## src/rtl/core/rlk_pkg.sv

```systemverilog
// ----------------------------------------------------------------------------
// rlk_pkg
// Shared types and constants of the radius limited knn search block:
// transfer payloads, register indexes, sequencer states and cell control.
// ----------------------------------------------------------------------------
package rlk_pkg;

  // fixed field widths of the ports
  localparam int IDX_FIELD_W   = 10;
  localparam int COORD_FIELD_W = 16;
  localparam int DIST_W        = 34;
  localparam int RANK_W        = 4;
  localparam int COUNT_W       = 5;
  localparam int WANTED_W      = 5;
  localparam int POINTS_W      = 11;
  localparam int CFG_DATA_W    = 34;
  localparam int CFG_IDX_W     = 2;

  // register reset values
  localparam logic [DIST_W-1:0]   RADIUS_RST = '0;
  localparam logic [WANTED_W-1:0] WANTED_RST = 5'd8;
  localparam logic [POINTS_W-1:0] POINTS_RST = 11'd1024;

  // request kinds
  localparam logic REQ_LOAD  = 1'b0;
  localparam logic REQ_QUERY = 1'b1;

  // configuration register indexes
  typedef enum logic [CFG_IDX_W-1:0] {
    CFG_RADIUS = 2'd0,
    CFG_WANTED = 2'd1,
    CFG_POINTS = 2'd2
  } cfg_idx_t;

  // query sequencer states
  typedef enum logic [2:0] {
    ST_IDLE,
    ST_QREAD,
    ST_QCAP,
    ST_SCAN,
    ST_DRAIN,
    ST_EMIT
  } state_t;

  // input transfer payload
  typedef struct packed {
    logic                     req_type;
    logic [IDX_FIELD_W-1:0]   point_index;
    logic [COORD_FIELD_W-1:0] coord_x;
    logic [COORD_FIELD_W-1:0] coord_y;
    logic [COORD_FIELD_W-1:0] coord_z;
  } rlk_in_t;

  // result transfer payload
  typedef struct packed {
    logic [IDX_FIELD_W-1:0] neighbour_index;
    logic [DIST_W-1:0]      distance_squared;
    logic [RANK_W-1:0]      rank;
    logic [COUNT_W-1:0]     neighbour_count;
    logic                   found;
    logic                   last;
  } rlk_out_t;

  // control broadcast to every cell of the sorted chain
  typedef struct packed {
    logic clear;
    logic insert;
    logic shift;
  } rlk_cell_ctrl_t;

endpackage

```

## src/rtl/core/rlk_cell.sv

```systemverilog
// ----------------------------------------------------------------------------
// rlk_cell
// One slot of the sorted neighbour chain. On insert a cell keeps its entry,
// takes the entry of its left neighbor or takes the candidate; on shift it
// takes the entry of its right neighbor.
// ----------------------------------------------------------------------------
module rlk_cell #(
  parameter int IDX_W = 10
) (
  input  logic                           clk,
  input  logic                           rst_n,
  input  rlk_pkg::rlk_cell_ctrl_t        ctrl,
  input  logic [IDX_W-1:0]               cand_idx,
  input  logic [rlk_pkg::DIST_W-1:0]     cand_dist,
  input  logic                           left_take,
  input  logic                           left_vld,
  input  logic [IDX_W-1:0]               left_idx,
  input  logic [rlk_pkg::DIST_W-1:0]     left_dist,
  input  logic                           right_vld,
  input  logic [IDX_W-1:0]               right_idx,
  input  logic [rlk_pkg::DIST_W-1:0]     right_dist,
  output logic                           vld,
  output logic [IDX_W-1:0]               idx,
  output logic [rlk_pkg::DIST_W-1:0]     sq_dist,
  output logic                           take
);

  import rlk_pkg::*;

  logic              vld_r;
  logic              vld_nxt;
  logic [IDX_W-1:0]  idx_r;
  logic [IDX_W-1:0]  idx_nxt;
  logic [DIST_W-1:0] dist_r;
  logic [DIST_W-1:0] dist_nxt;

  // strictly greater so that an earlier equal distance stays in front
  assign take = ctrl.insert && (!vld_r || (dist_r > cand_dist));

  // slot update
  always_comb begin
    vld_nxt  = vld_r;
    idx_nxt  = idx_r;
    dist_nxt = dist_r;
    if (ctrl.clear) begin
      vld_nxt = 1'b0;
    end else if (ctrl.shift) begin
      vld_nxt  = right_vld;
      idx_nxt  = right_idx;
      dist_nxt = right_dist;
    end else if (take) begin
      if (left_take) begin
        vld_nxt  = left_vld;
        idx_nxt  = left_idx;
        dist_nxt = left_dist;
      end else begin
        vld_nxt  = 1'b1;
        idx_nxt  = cand_idx;
        dist_nxt = cand_dist;
      end
    end
  end

  always_ff @(posedge clk) begin
    if (!rst_n) begin
      vld_r <= 1'b0;
    end else begin
      vld_r <= vld_nxt;
    end
  end

  always_ff @(posedge clk) begin
    idx_r  <= idx_nxt;
    dist_r <= dist_nxt;
  end

  assign vld     = vld_r;
  assign idx     = idx_r;
  assign sq_dist = dist_r;

endmodule

```

## config.mk

```make
export PLATFORM = sky130hd
export DESIGN_NAME = rlk_cell
export DESIGN_NICKNAME = d
export VERILOG_FILES = /design/src/rtl/core/rlk_pkg.sv /design/src/rtl/core/rlk_cell.sv
export SDC_FILE = /design/constraint.sdc
export NUM_CORES = 1
export LEC_CHECK = 0
export ABC_AREA = 1
export BUFFER_PORTS_ARGS = -buffer_cell sky130_fd_sc_hd__buf_2
export CAP_MARGIN = 5
export CORE_MARGIN = 4
export CORE_UTILIZATION = 30
export CTS_CLUSTER_SIZE = 25
export DETAILED_ROUTE_END_ITERATION = 10
export HOLD_SLACK_MARGIN = 0.06
export PLACE_DENSITY = 0.7
export SLEW_MARGIN = 20
export SYNTH_ARGS = -nofsm -noshare
export SYNTH_HDL_FRONTEND = slang
export SYNTH_SLANG_ARGS = --single-unit
```

## constraint.sdc

```tcl
create_clock -name clk -period 4.65 [get_ports clk]
set_input_delay 0.93 -clock clk [delete_from_list [all_inputs] [get_ports clk]]
set_output_delay 0.93 -clock clk [all_outputs]
set_load 0.005 [all_outputs]
```

==> flow_metrics.tcl <==
set metrics [dict create \
    outcome "finished clean" \
    r2r-end "sq_dist[11]$_DFFE_PP_" \
    worst_clock_skew_ns 0.00648 \
    critical_path.cell_chain "buf_2 -> inv_1 -> ha_1 -> nand2_1 -> nor2_1 -> nand2_1 -> nor3_1 -> nand3_1 -> nand2_1 -> nand2_1 -> nand2_2 -> inv_1 -> buf_2" \
    rrSetupSlack_ns 1.82 \
    finish.cell_count_without_fillers 740 \
    worst_hold_path.endpoint "vld$_SDFFE_PP0P_" \
    clockRootBuffer "clkbuf_8" \
    grt_start_max_net_pins 49 \
    timing.hold.ws_ns 0.656 \
    die_h_um 112 \
    synth_area_leaders "edfxtp_1 40%, a21oi_1 15%, ha_1 13%" \
    timing.hold.worst.start "vld$_SDFFE_PP0P_" \
    gr-usage-all-layers 0.148 \
    syn-mean-instance-area_um2 7.68 \
    ctsLongestPathBuffers 2 \
    antenna_cells 0 \
    ctsResizeCount 0 \
    wirelength_um 9810 \
    num-nets-final 777 \
    power_density_mw_per_mm2 232 \
    drc_marker_count_from_the_first_detailed_route_iteration 98 \
    synthDistinctLibCells 25 \
    netlist_instances 426 \
    fin_tns_setup_ns 0 \
    path_common_cell "nand2_1" \
    grt_pass1_wl_um 15800 \
    critPathRequiredTime_ns 3.72 \
    synth-seq-cells 45 \
    initial_core_util 0.313 \
    wire_per_inst_um 13.3 \
    setup.worst_path.start_class "primary input" \
    dp_hpwl_um 7880 \
    latest_clock_arrival_within_the_worst_skew_pair_ns 0.29 \
    asyncSetResetFlopFracSynth 0 \
    cts-hold-fix-buffers 0 \
    syn_nets 600 \
    achievable-frequency_mhz 295 \
    report.final.hold_viol_count 0 \
    final_min_period_over_clock_period 0.728 \
    synth_largest_type_area_fraction 0.404 \
    critical_path.slowest_cell "ha_1" \
    std_cell_rows 37 \
    synth_sequential_area_ratio 0.410 \
    cap_viol_max_count 0 \
    critical_path.top_delay_family "simple AND/OR/NAND/NOR gates" \
    synth_top_flop_cell "edfxtp_1" \
    critical_path_maximum_fanout 3 \
    synth.yosys.warnings 0 \
    first_pass_iters 4 \
    worst_setup_hold_path_clk_slew_ns 0.08 \
    drt.antenna.violating_nets 0 \
    globalRoute.totalOverflow 0 \
    core_area_mm2 0.0105 \
    timing.slew.headroom 0.429 \
    crit_path_max_incr_delay_ns 0.28 \
    synth.cells.most_frequent "99 x a21oi_1, 95 x nand2_1, 61 x nor2_1" \
    critPathBufInv 4 \
    total_number_of_vias 3393 \
    power.static_leakage_nw 2.27 \
    synth_enable_flop_cells 44 \
    cp-end-kind "output pin" \
    cp_data_arrival_time_ns 2.46 \
    setup_repair_after_global_routing_missed_its_margin "false" \
    io_pins 186 \
    placed_cells 732 \
    fin_crit_ns 3.39 \
    number_of_buffer_cells_added_on_primary_ports 185 \
    grt_pass1_vias 3480 \
    fill_cells 1090 \
    area_growth_pct 35.2 \
    synthMostInstantiatedCell "a21oi_1" \
    finalSetupViolCount 0 \
    post_route_cells_drive_above_1_share 0.348 \
    worstHoldPathType "reg -> reg" \
    clock-sinks 45 \
    chipWidth_um 112 \
    hold-path-cell-count 4 \
    netlist.top_cell.by_area "edfxtp_1" \
    number_of_cells_on_the_critical_path 13 \
    post_synthesis_instance_area_mm2 0.00327 \
    setup.worst_path.class "in -> out" \
    critical_path.reg2reg.startpoint "sq_dist[9]$_DFFE_PP_" \
    detail_route.vias_per_cell 4.59 \
    antenna_found_initial 0 \
    worst-slew-pin-transition_ns 0.856 \
    cts.repair_timing.setup_buffer_count 0 \
    ff2ff_path_depth 14 \
    worst_ir_drop_vdd_uv 100 \
    tritoncts "yes" \
    die-area_mm2 0.0126 \
    routabilityCongestion 0.776 \
    report.final.slew_viol_count 0 \
    cts-buffers-inserted 5 \
    drc_violations_left 0 \
    cts_max_level 2 \
]
## layout make-up
type	count	area, um^2	share of cell area
Timing Repair Buffer	188	961	0.217
Clock buffer	8	90.1	0.0204
Multi-Input combinational cell	309	1660	0.375
Inverter	54	203	0.0458
Tap cell	136	170	0.0385
Sequential cell	45	1340	0.303
## layer usage
metal	vias up	share of wire	global-route usage
met5	-	0	0
met4	0	0.0044	0.0240
met3	4	0.073	0.0318
met2	123	0.51	0.280
met1	1511	0.41	0.175
li1	1755	-	-
## placed cells by master (no fill, tap or decap), types with 2 or more instances in the layout
cell type	instances
nor2_1	61
nand3_1	2
a21oi_1	99
clkbuf_8	6
inv_1	49
nor2_2	2
ha_1	34
buf_4	2
nand2_1	95
inv_2	5
edfxtp_1	44
buf_2	185
clkbuf_1	2
nand2_2	4
## through the flow
step / setup slack (ns) / power (mW) / utilization / cell area, um^2
2_1_floorplan: 0.952 / 0.653 / - / 3270
3_3_place_gp: 1.16 / 0.779 / 0.414 / 4330
3_5_place_dp: 1.08 / 0.789 / 0.414 / 4330
4_1_cts: 1.22 / 1.05 / 0.423 / 4420
5_1_grt: 1.05 / 1.10 / 0.423 / 4420
6_report: 1.26 / 1.03 / 0.423 / 4420
## where the power goes
part           leakage (nW)  total [mW]  internal [mW]  switching (mW)
Combinational          1.80       0.278          0.125           0.153
Clock                0.0455       0.252          0.122           0.131
Sequential            0.426       0.497          0.483          0.0139
## sequential cells by signal, indices dropped and copies added, names as in the netlist
signal,cells
idx,10
sq_dist,34
vld,1
## cell families (layout without fill, tap and decap cells)
group,Yosys count,count (layout),synth area share
buffers and inverters,72,250,0.0857
AND/OR/NAND/NOR,170,170,0.210
adder cells (fa/ha/maj),34,34,0.130
AO/OA/AOI/OAI,105,105,0.165
flip-flops,45,45,0.410
## how the worst max path moves through the flow
stage                             start                    end  slack [ns]
after floorplan           cand_dist[31]       idx[0]$_DFFE_PP_        0.95
after global placement     cand_dist[9]  sq_dist[12]$_DFFE_PP_        1.16
after detailed placement   cand_dist[9]  sq_dist[14]$_DFFE_PP_        1.08
after CTS                  cand_dist[9]                   take        1.22
after global routing      cand_dist[17]                   take        1.05
final                     cand_dist[17]                   take        1.26
## worst reg2reg max path, stage by stage, from the launching register on
cell	delay, ns
edfxtp_1	0.41
ha_1	0.31
nand2_1	0.08
nor2_2	0.19
o21ai_1	0.10
nor2_1	0.09
nand2_1	0.07
nor2_1	0.09
nor2_1	0.05
nand2_1	0.05
nand2_1	0.06
nand2_1	0.08
nand2_2	0.09
a21oi_4	0.58
buf_12	0.27
No activity file was read; power rests on OpenSTA's default activity.
