$ cat config.mk
export PLATFORM = sky130hd
export DESIGN_NAME = rlk_dist
export DESIGN_NICKNAME = d
export VERILOG_FILES = /design/src/rtl/core/rlk_pkg.sv /design/src/rtl/core/rlk_dist.sv
export SDC_FILE = /design/constraint.sdc
export NUM_CORES = 2
export LEC_CHECK = 0
export ABC_CLOCK_PERIOD_IN_PS = 6800
export CELL_PAD_IN_SITES_DETAIL_PLACEMENT = 0
export CELL_PAD_IN_SITES_GLOBAL_PLACEMENT = 1
export CORE_AREA = 4 4 341 343
export DETAILED_ROUTE_END_ITERATION = 6
export DIE_AREA = 0 0 345 347
export DONT_BUFFER_PORTS = 1
export PLACE_DENSITY_LB_ADDON = 0.1
export SYNTH_ARGS = -nofsm -noshare
export SYNTH_HDL_FRONTEND = slang
export SYNTH_SLANG_ARGS = --single-unit
$ cat constraint.sdc
create_clock -name clk -period 6.8 [get_ports clk]
set_input_delay 0.68 -clock clk [delete_from_list [all_inputs] [get_ports clk]]
set_output_delay 0.68 -clock clk [all_outputs]
set_load 0.1 [all_outputs]
$ cat src/rtl/core/rlk_pkg.sv
// ----------------------------------------------------------------------------
// rlk_pkg
// Shared types and constants of the radius limited knn search block:
// transfer payloads, register indexes, sequencer states and cell control.
// ----------------------------------------------------------------------------
package rlk_pkg;

  // fixed field widths of the ports
  localparam int IDX_FIELD_W   = 10;
  localparam int COORD_FIELD_W = 16;
  localparam int DIST_W        = 34;
  localparam int RANK_W        = 4;
  localparam int COUNT_W       = 5;
  localparam int WANTED_W      = 5;
  localparam int POINTS_W      = 11;
  localparam int CFG_DATA_W    = 34;
  localparam int CFG_IDX_W     = 2;

  // register reset values
  localparam logic [DIST_W-1:0]   RADIUS_RST = '0;
  localparam logic [WANTED_W-1:0] WANTED_RST = 5'd8;
  localparam logic [POINTS_W-1:0] POINTS_RST = 11'd1024;

  // request kinds
  localparam logic REQ_LOAD  = 1'b0;
  localparam logic REQ_QUERY = 1'b1;

  // configuration register indexes
  typedef enum logic [CFG_IDX_W-1:0] {
    CFG_RADIUS = 2'd0,
    CFG_WANTED = 2'd1,
    CFG_POINTS = 2'd2
  } cfg_idx_t;

  // query sequencer states
  typedef enum logic [2:0] {
    ST_IDLE,
    ST_QREAD,
    ST_QCAP,
    ST_SCAN,
    ST_DRAIN,
    ST_EMIT
  } state_t;

  // input transfer payload
  typedef struct packed {
    logic                     req_type;
    logic [IDX_FIELD_W-1:0]   point_index;
    logic [COORD_FIELD_W-1:0] coord_x;
    logic [COORD_FIELD_W-1:0] coord_y;
    logic [COORD_FIELD_W-1:0] coord_z;
  } rlk_in_t;

  // result transfer payload
  typedef struct packed {
    logic [IDX_FIELD_W-1:0] neighbour_index;
    logic [DIST_W-1:0]      distance_squared;
    logic [RANK_W-1:0]      rank;
    logic [COUNT_W-1:0]     neighbour_count;
    logic                   found;
    logic                   last;
  } rlk_out_t;

  // control broadcast to every cell of the sorted chain
  typedef struct packed {
    logic clear;
    logic insert;
    logic shift;
  } rlk_cell_ctrl_t;

endpackage

$ cat src/rtl/core/rlk_dist.sv
// ----------------------------------------------------------------------------
// rlk_dist
// Three stage squared distance pipeline: absolute differences, squares,
// then sum and inclusive radius check producing an insert candidate.
// ----------------------------------------------------------------------------
module rlk_dist #(
  parameter int COORD_BITS = 16,
  parameter int IDX_W      = 10
) (
  input  logic                           clk,
  input  logic                           rst_n,
  input  logic                           in_vld,
  input  logic [IDX_W-1:0]               in_idx,
  input  logic [3*COORD_BITS-1:0]        in_point,
  input  logic [3*COORD_BITS-1:0]        q_point,
  input  logic [rlk_pkg::DIST_W-1:0]     radius,
  output logic                           cand_vld,
  output logic [IDX_W-1:0]               cand_idx,
  output logic [rlk_pkg::DIST_W-1:0]     cand_dist,
  output logic                           pending
);

  import rlk_pkg::*;

  localparam int SQ_W  = 2 * COORD_BITS;
  localparam int SUM_W = SQ_W + 2;
  localparam int CMP_W = (SUM_W > DIST_W) ? SUM_W : DIST_W;

  logic [COORD_BITS-1:0] d_nxt   [3];
  logic [COORD_BITS-1:0] d_r     [3];
  logic [SQ_W-1:0]       sq_nxt  [3];
  logic [SQ_W-1:0]       sq_r    [3];
  logic                  s1_vld_r;
  logic                  s2_vld_r;
  logic [IDX_W-1:0]      s1_idx_r;
  logic [IDX_W-1:0]      s2_idx_r;
  logic [SUM_W-1:0]      sum;
  logic                  in_range;
  logic                  cand_vld_r;
  logic [IDX_W-1:0]      cand_idx_r;
  logic [DIST_W-1:0]     cand_dist_r;

  // per axis absolute difference
  always_comb begin
    for (int l = 0; l < 3; l++) begin
      if (q_point[l*COORD_BITS +: COORD_BITS] >= in_point[l*COORD_BITS +: COORD_BITS]) begin
        d_nxt[l] = q_point[l*COORD_BITS +: COORD_BITS] - in_point[l*COORD_BITS +: COORD_BITS];
      end else begin
        d_nxt[l] = in_point[l*COORD_BITS +: COORD_BITS] - q_point[l*COORD_BITS +: COORD_BITS];
      end
    end
  end

  // per axis square
  always_comb begin
    for (int l = 0; l < 3; l++) begin
      sq_nxt[l] = SQ_W'(d_r[l]) * SQ_W'(d_r[l]);
    end
  end

  // sum of squares and inclusive radius bound
  assign sum      = SUM_W'(sq_r[0]) + SUM_W'(sq_r[1]) + SUM_W'(sq_r[2]);
  assign in_range = CMP_W'(sum) <= CMP_W'(radius);

  // stage valids
  always_ff @(posedge clk) begin
    if (!rst_n) begin
      s1_vld_r   <= 1'b0;
      s2_vld_r   <= 1'b0;
      cand_vld_r <= 1'b0;
    end else begin
      s1_vld_r   <= in_vld;
      s2_vld_r   <= s1_vld_r;
      cand_vld_r <= s2_vld_r && in_range;
    end
  end

  // stage payloads
  always_ff @(posedge clk) begin
    d_r         <= d_nxt;
    sq_r        <= sq_nxt;
    s1_idx_r    <= in_idx;
    s2_idx_r    <= s1_idx_r;
    cand_idx_r  <= s2_idx_r;
    cand_dist_r <= DIST_W'(sum);
  end

  assign cand_vld  = cand_vld_r;
  assign cand_idx  = cand_idx_r;
  assign cand_dist = cand_dist_r;
  assign pending   = s1_vld_r || s2_vld_r || cand_vld_r;

endmodule

==> flow_metrics.py <==
metrics = {
    "placement": {
        "routabilityCongestion": 0.786,
        "io_buffers": 0,
        "dp_hpwl_microns": 80600,
    },
    "sta": {
        "hold_viol": 0,
        "fin_worst_skew_ns": 0.0203,
        "worstMarginPinSlew_ns": 1.05,
        "slew-limit-headroom_pct": 30.2,
        "period_minus_slack_ns": 6.35,
        "period_share_pct": 93.3,
        "grt_setup_unrepaired": "no",
        "setup_violations": 0,
        "slew_violations": 0,
        "fmax_ghz": 0.158,
        "fin_tns_setup_ns": 0,
    },
    "clock_network": {
        "clock-sinks": 208,
        "cts_made_buffers": 29,
        "cts_setup_buffers": 0,
        "clk_root_buffer_cell": "clkbuf_16",
        "ctsHoldBuffers": 0,
        "clk-insertion-delay-late_ns": 0.60,
        "cts.reportedPaths.clkPinSlew_ns": 0.06,
        "cts_tree": "yes",
        "cts_max_level": 1,
        "cts_max_path_buffers": 3,
    },
    "detailed_routing": {
        "vias": 24000,
        "ant_nets": 0,
        "drt_iter0_drc": 991,
        "first_pass_iters": 5,
        "via_per_inst": 4.53,
        "drt-total-wl_microns": 92600,
        "wire_per_inst_microns": 17.5,
        "drc": 0,
    },
    "setup_path": {
        "worstPathRequired_ns": 7.27,
        "end_kind": "register",
        "worst-path-max-fanout": 15,
        "crit_chain": "inv_1, nor2_1, ha_1, xor2_1, fa_1, inv_1, fa_1, fa_1, fa_1, inv_1, fa_1, inv_1, ha_1, a211oi_1, nand2_1, or2_2, nor4_2, o21bai_1, a31o_2, xor2_1",
        "critPathMaxStageDelay_ns": 0.71,
        "cp.arrival_ns": 6.82,
        "start_kind": "register",
        "crit_top_cell": "fa_1",
        "crit_path_top_delay_cell": "dfxtp_1",
        "critPathKind": "reg2reg",
    },
    "floorplanning": {
        "initial_core_util_pct": 29.7,
        "ios": 189,
        "die_width_microns": 345,
        "die-area_sq_um": 120000,
        "fp-row-count": 124,
        "core_area_sq_um": 114000,
        "die_h_microns": 347,
    },
    "synth": {
        "ys.flop_type": "dfxtp_1",
        "syn_area_sq_um": 33700,
        "synthArstFlopShare_pct": 0,
        "synth_area_per_cell_sq_um": 8.89,
        "ys_seq_area_share_pct": 12.4,
        "mappedNetlistNets": 4915,
        "yosys_warnings": 0,
        "ys_types": 72,
        "synthTopCellsByArea": "fa_1, ha_1, dfxtp_1, inv_1, nand2_1",
        "synth_cells": 3788,
        "synth_top_area_share_pct": 31.1,
        "synth-seq-cells": 208,
        "yosysTopAreaCell": "fa_1",
        "synth-edff-count": 0,
    },
    "grt": {
        "grt_pass1_vias": 26000,
        "grt_max_degree": 24,
        "grt_pass1_wl_microns": 149000,
        "globalRoute.totalOverflow": 0,
        "grt_util_all_layers_pct": 15.5,
        "antenna_found_initial": 5,
    },
    "finish": {
        "fillers": 12100,
        "seq_area_sq_um": 4170,
        "final_cell_mix": "inv_1, fa_1, ha_1, nand2_1, dfxtp_1",
        "synthToLayoutAreaGrowth_pct": 8.73,
        "drive_gt1_share_pct": 3.88,
        "fin_nets": 4888,
        "layout_commonest_cell": "inv_1",
        "multi_input_area_sq_um": 25700,
    },
    "hold_path": {
        "hold_path.class": "in2reg",
    },
    "run": {
        "maxCapViolCount": 0,
    },
    "status": {
        "status": "finished clean",
    },
}
-- worst max-delay path: cells and delay by family (launching register included) --
family,cells,cell delay (ns)
adders and majority gates,7,3.01
and+or+nand+nor,4,1.01
AOI/OAI and AO/OA,3,0.74
DFF,1,0.71
buffers and inverters,4,0.42
xor gates and xnor gates,2,0.33
-- flip-flops by register name, summed over array words and instances, names as in the netlist --
name       count
s2_vld_r       1
d_r           48
cand_idx      10
cand_dist     34
s2_idx_r      10
s1_idx_r      10
sq_r          93
s1_vld_r       1
cand_vld       1
-- cell families after synthesis --
kind of cell               after synthesis  share of synthesized area (%)
AOI/OAI and AO/OA                      593                           11.3
xor gates and xnor gates               176                           4.58
adders and majority gates              984                           48.2
buffers and inverters                 1008                           11.3
DFF                                    208                           12.4
muxes                                   39                           1.18
other                                    1                         0.0111
and+or+nand+nor                        779                           11.0
-- cell usage after synthesis (55+ instances only) --
cell / number
inv_1: 897
fa_1: 523
ha_1: 461
nand2_1: 306
dfxtp_1: 208
a21oi_1: 182
nor2_1: 142
xnor2_1: 121
and2_1: 119
o21ai_0: 112
clkbuf_1: 103
a21o_1: 96
xor2_1: 55
-- repair_timing --
item | CTS | global route
gates resized for setup | 0 | 6
hold endpoints to repair | 0 | 0
endpoints found under the setup margin | 0 | 12
-- per-layer routing --
layer	global-route usage (%)	vias to the layer above	part of all wire, %
met2	25.3	299	46
met3	1.62	49	3.2
met4	2.19	0	1.2
met1	22.6	11800	50
met5	0	-	0
li1	-	11800	-
-- stage by stage --
| step | hold WS (ns) | util (%) | instance area [sq um] | setup WS, ns | std cells |
|---|---|---|---|---|---|
| after floorplan | 0.310 | - | 33700 | 0.833 | 3788 |
| after global placement | 0.310 | 31.3 | 35600 | 0.166 | 5242 |
| after detailed placement | 0.312 | 31.3 | 35600 | 0.191 | 5242 |
| after CTS | 0.0467 | 32.2 | 36600 | 0.151 | 5296 |
| after global routing | 0.0632 | 32.2 | 36600 | 0.00347 | 5296 |
| final | 0.110 | 32.2 | 36600 | 0.453 | 5298 |
-- final timing paths --
kind / from / endpoint / slack (ns) / cells past startpoint
max: d_r[19] / sq_r[58] / 0.45 / 20
min: in_idx[1] / s1_idx_r[1] / 0.11 / 0
min reg2reg: s1_idx_r[3] / s2_idx_r[3] / 0.32 / 0
max reg2reg: d_r[19] / sq_r[58] / 0.45 / 20
-- final cells by class --
type | count | area share, %
Inverter | 897 | 9.19
Antenna cell | 2 | 0.0137
Tap cell | 1512 | 5.17
Clock inverter | 22 | 0.823
Sequential cell | 208 | 11.4
Clock buffer | 32 | 2.04
Timing Repair Buffer | 53 | 1.12
Multi-Input combinational cell | 2572 | 70.3
Power is not shown: default switching activity piles up to over one toggle a cycle in this logic, so the estimate is an artifact.
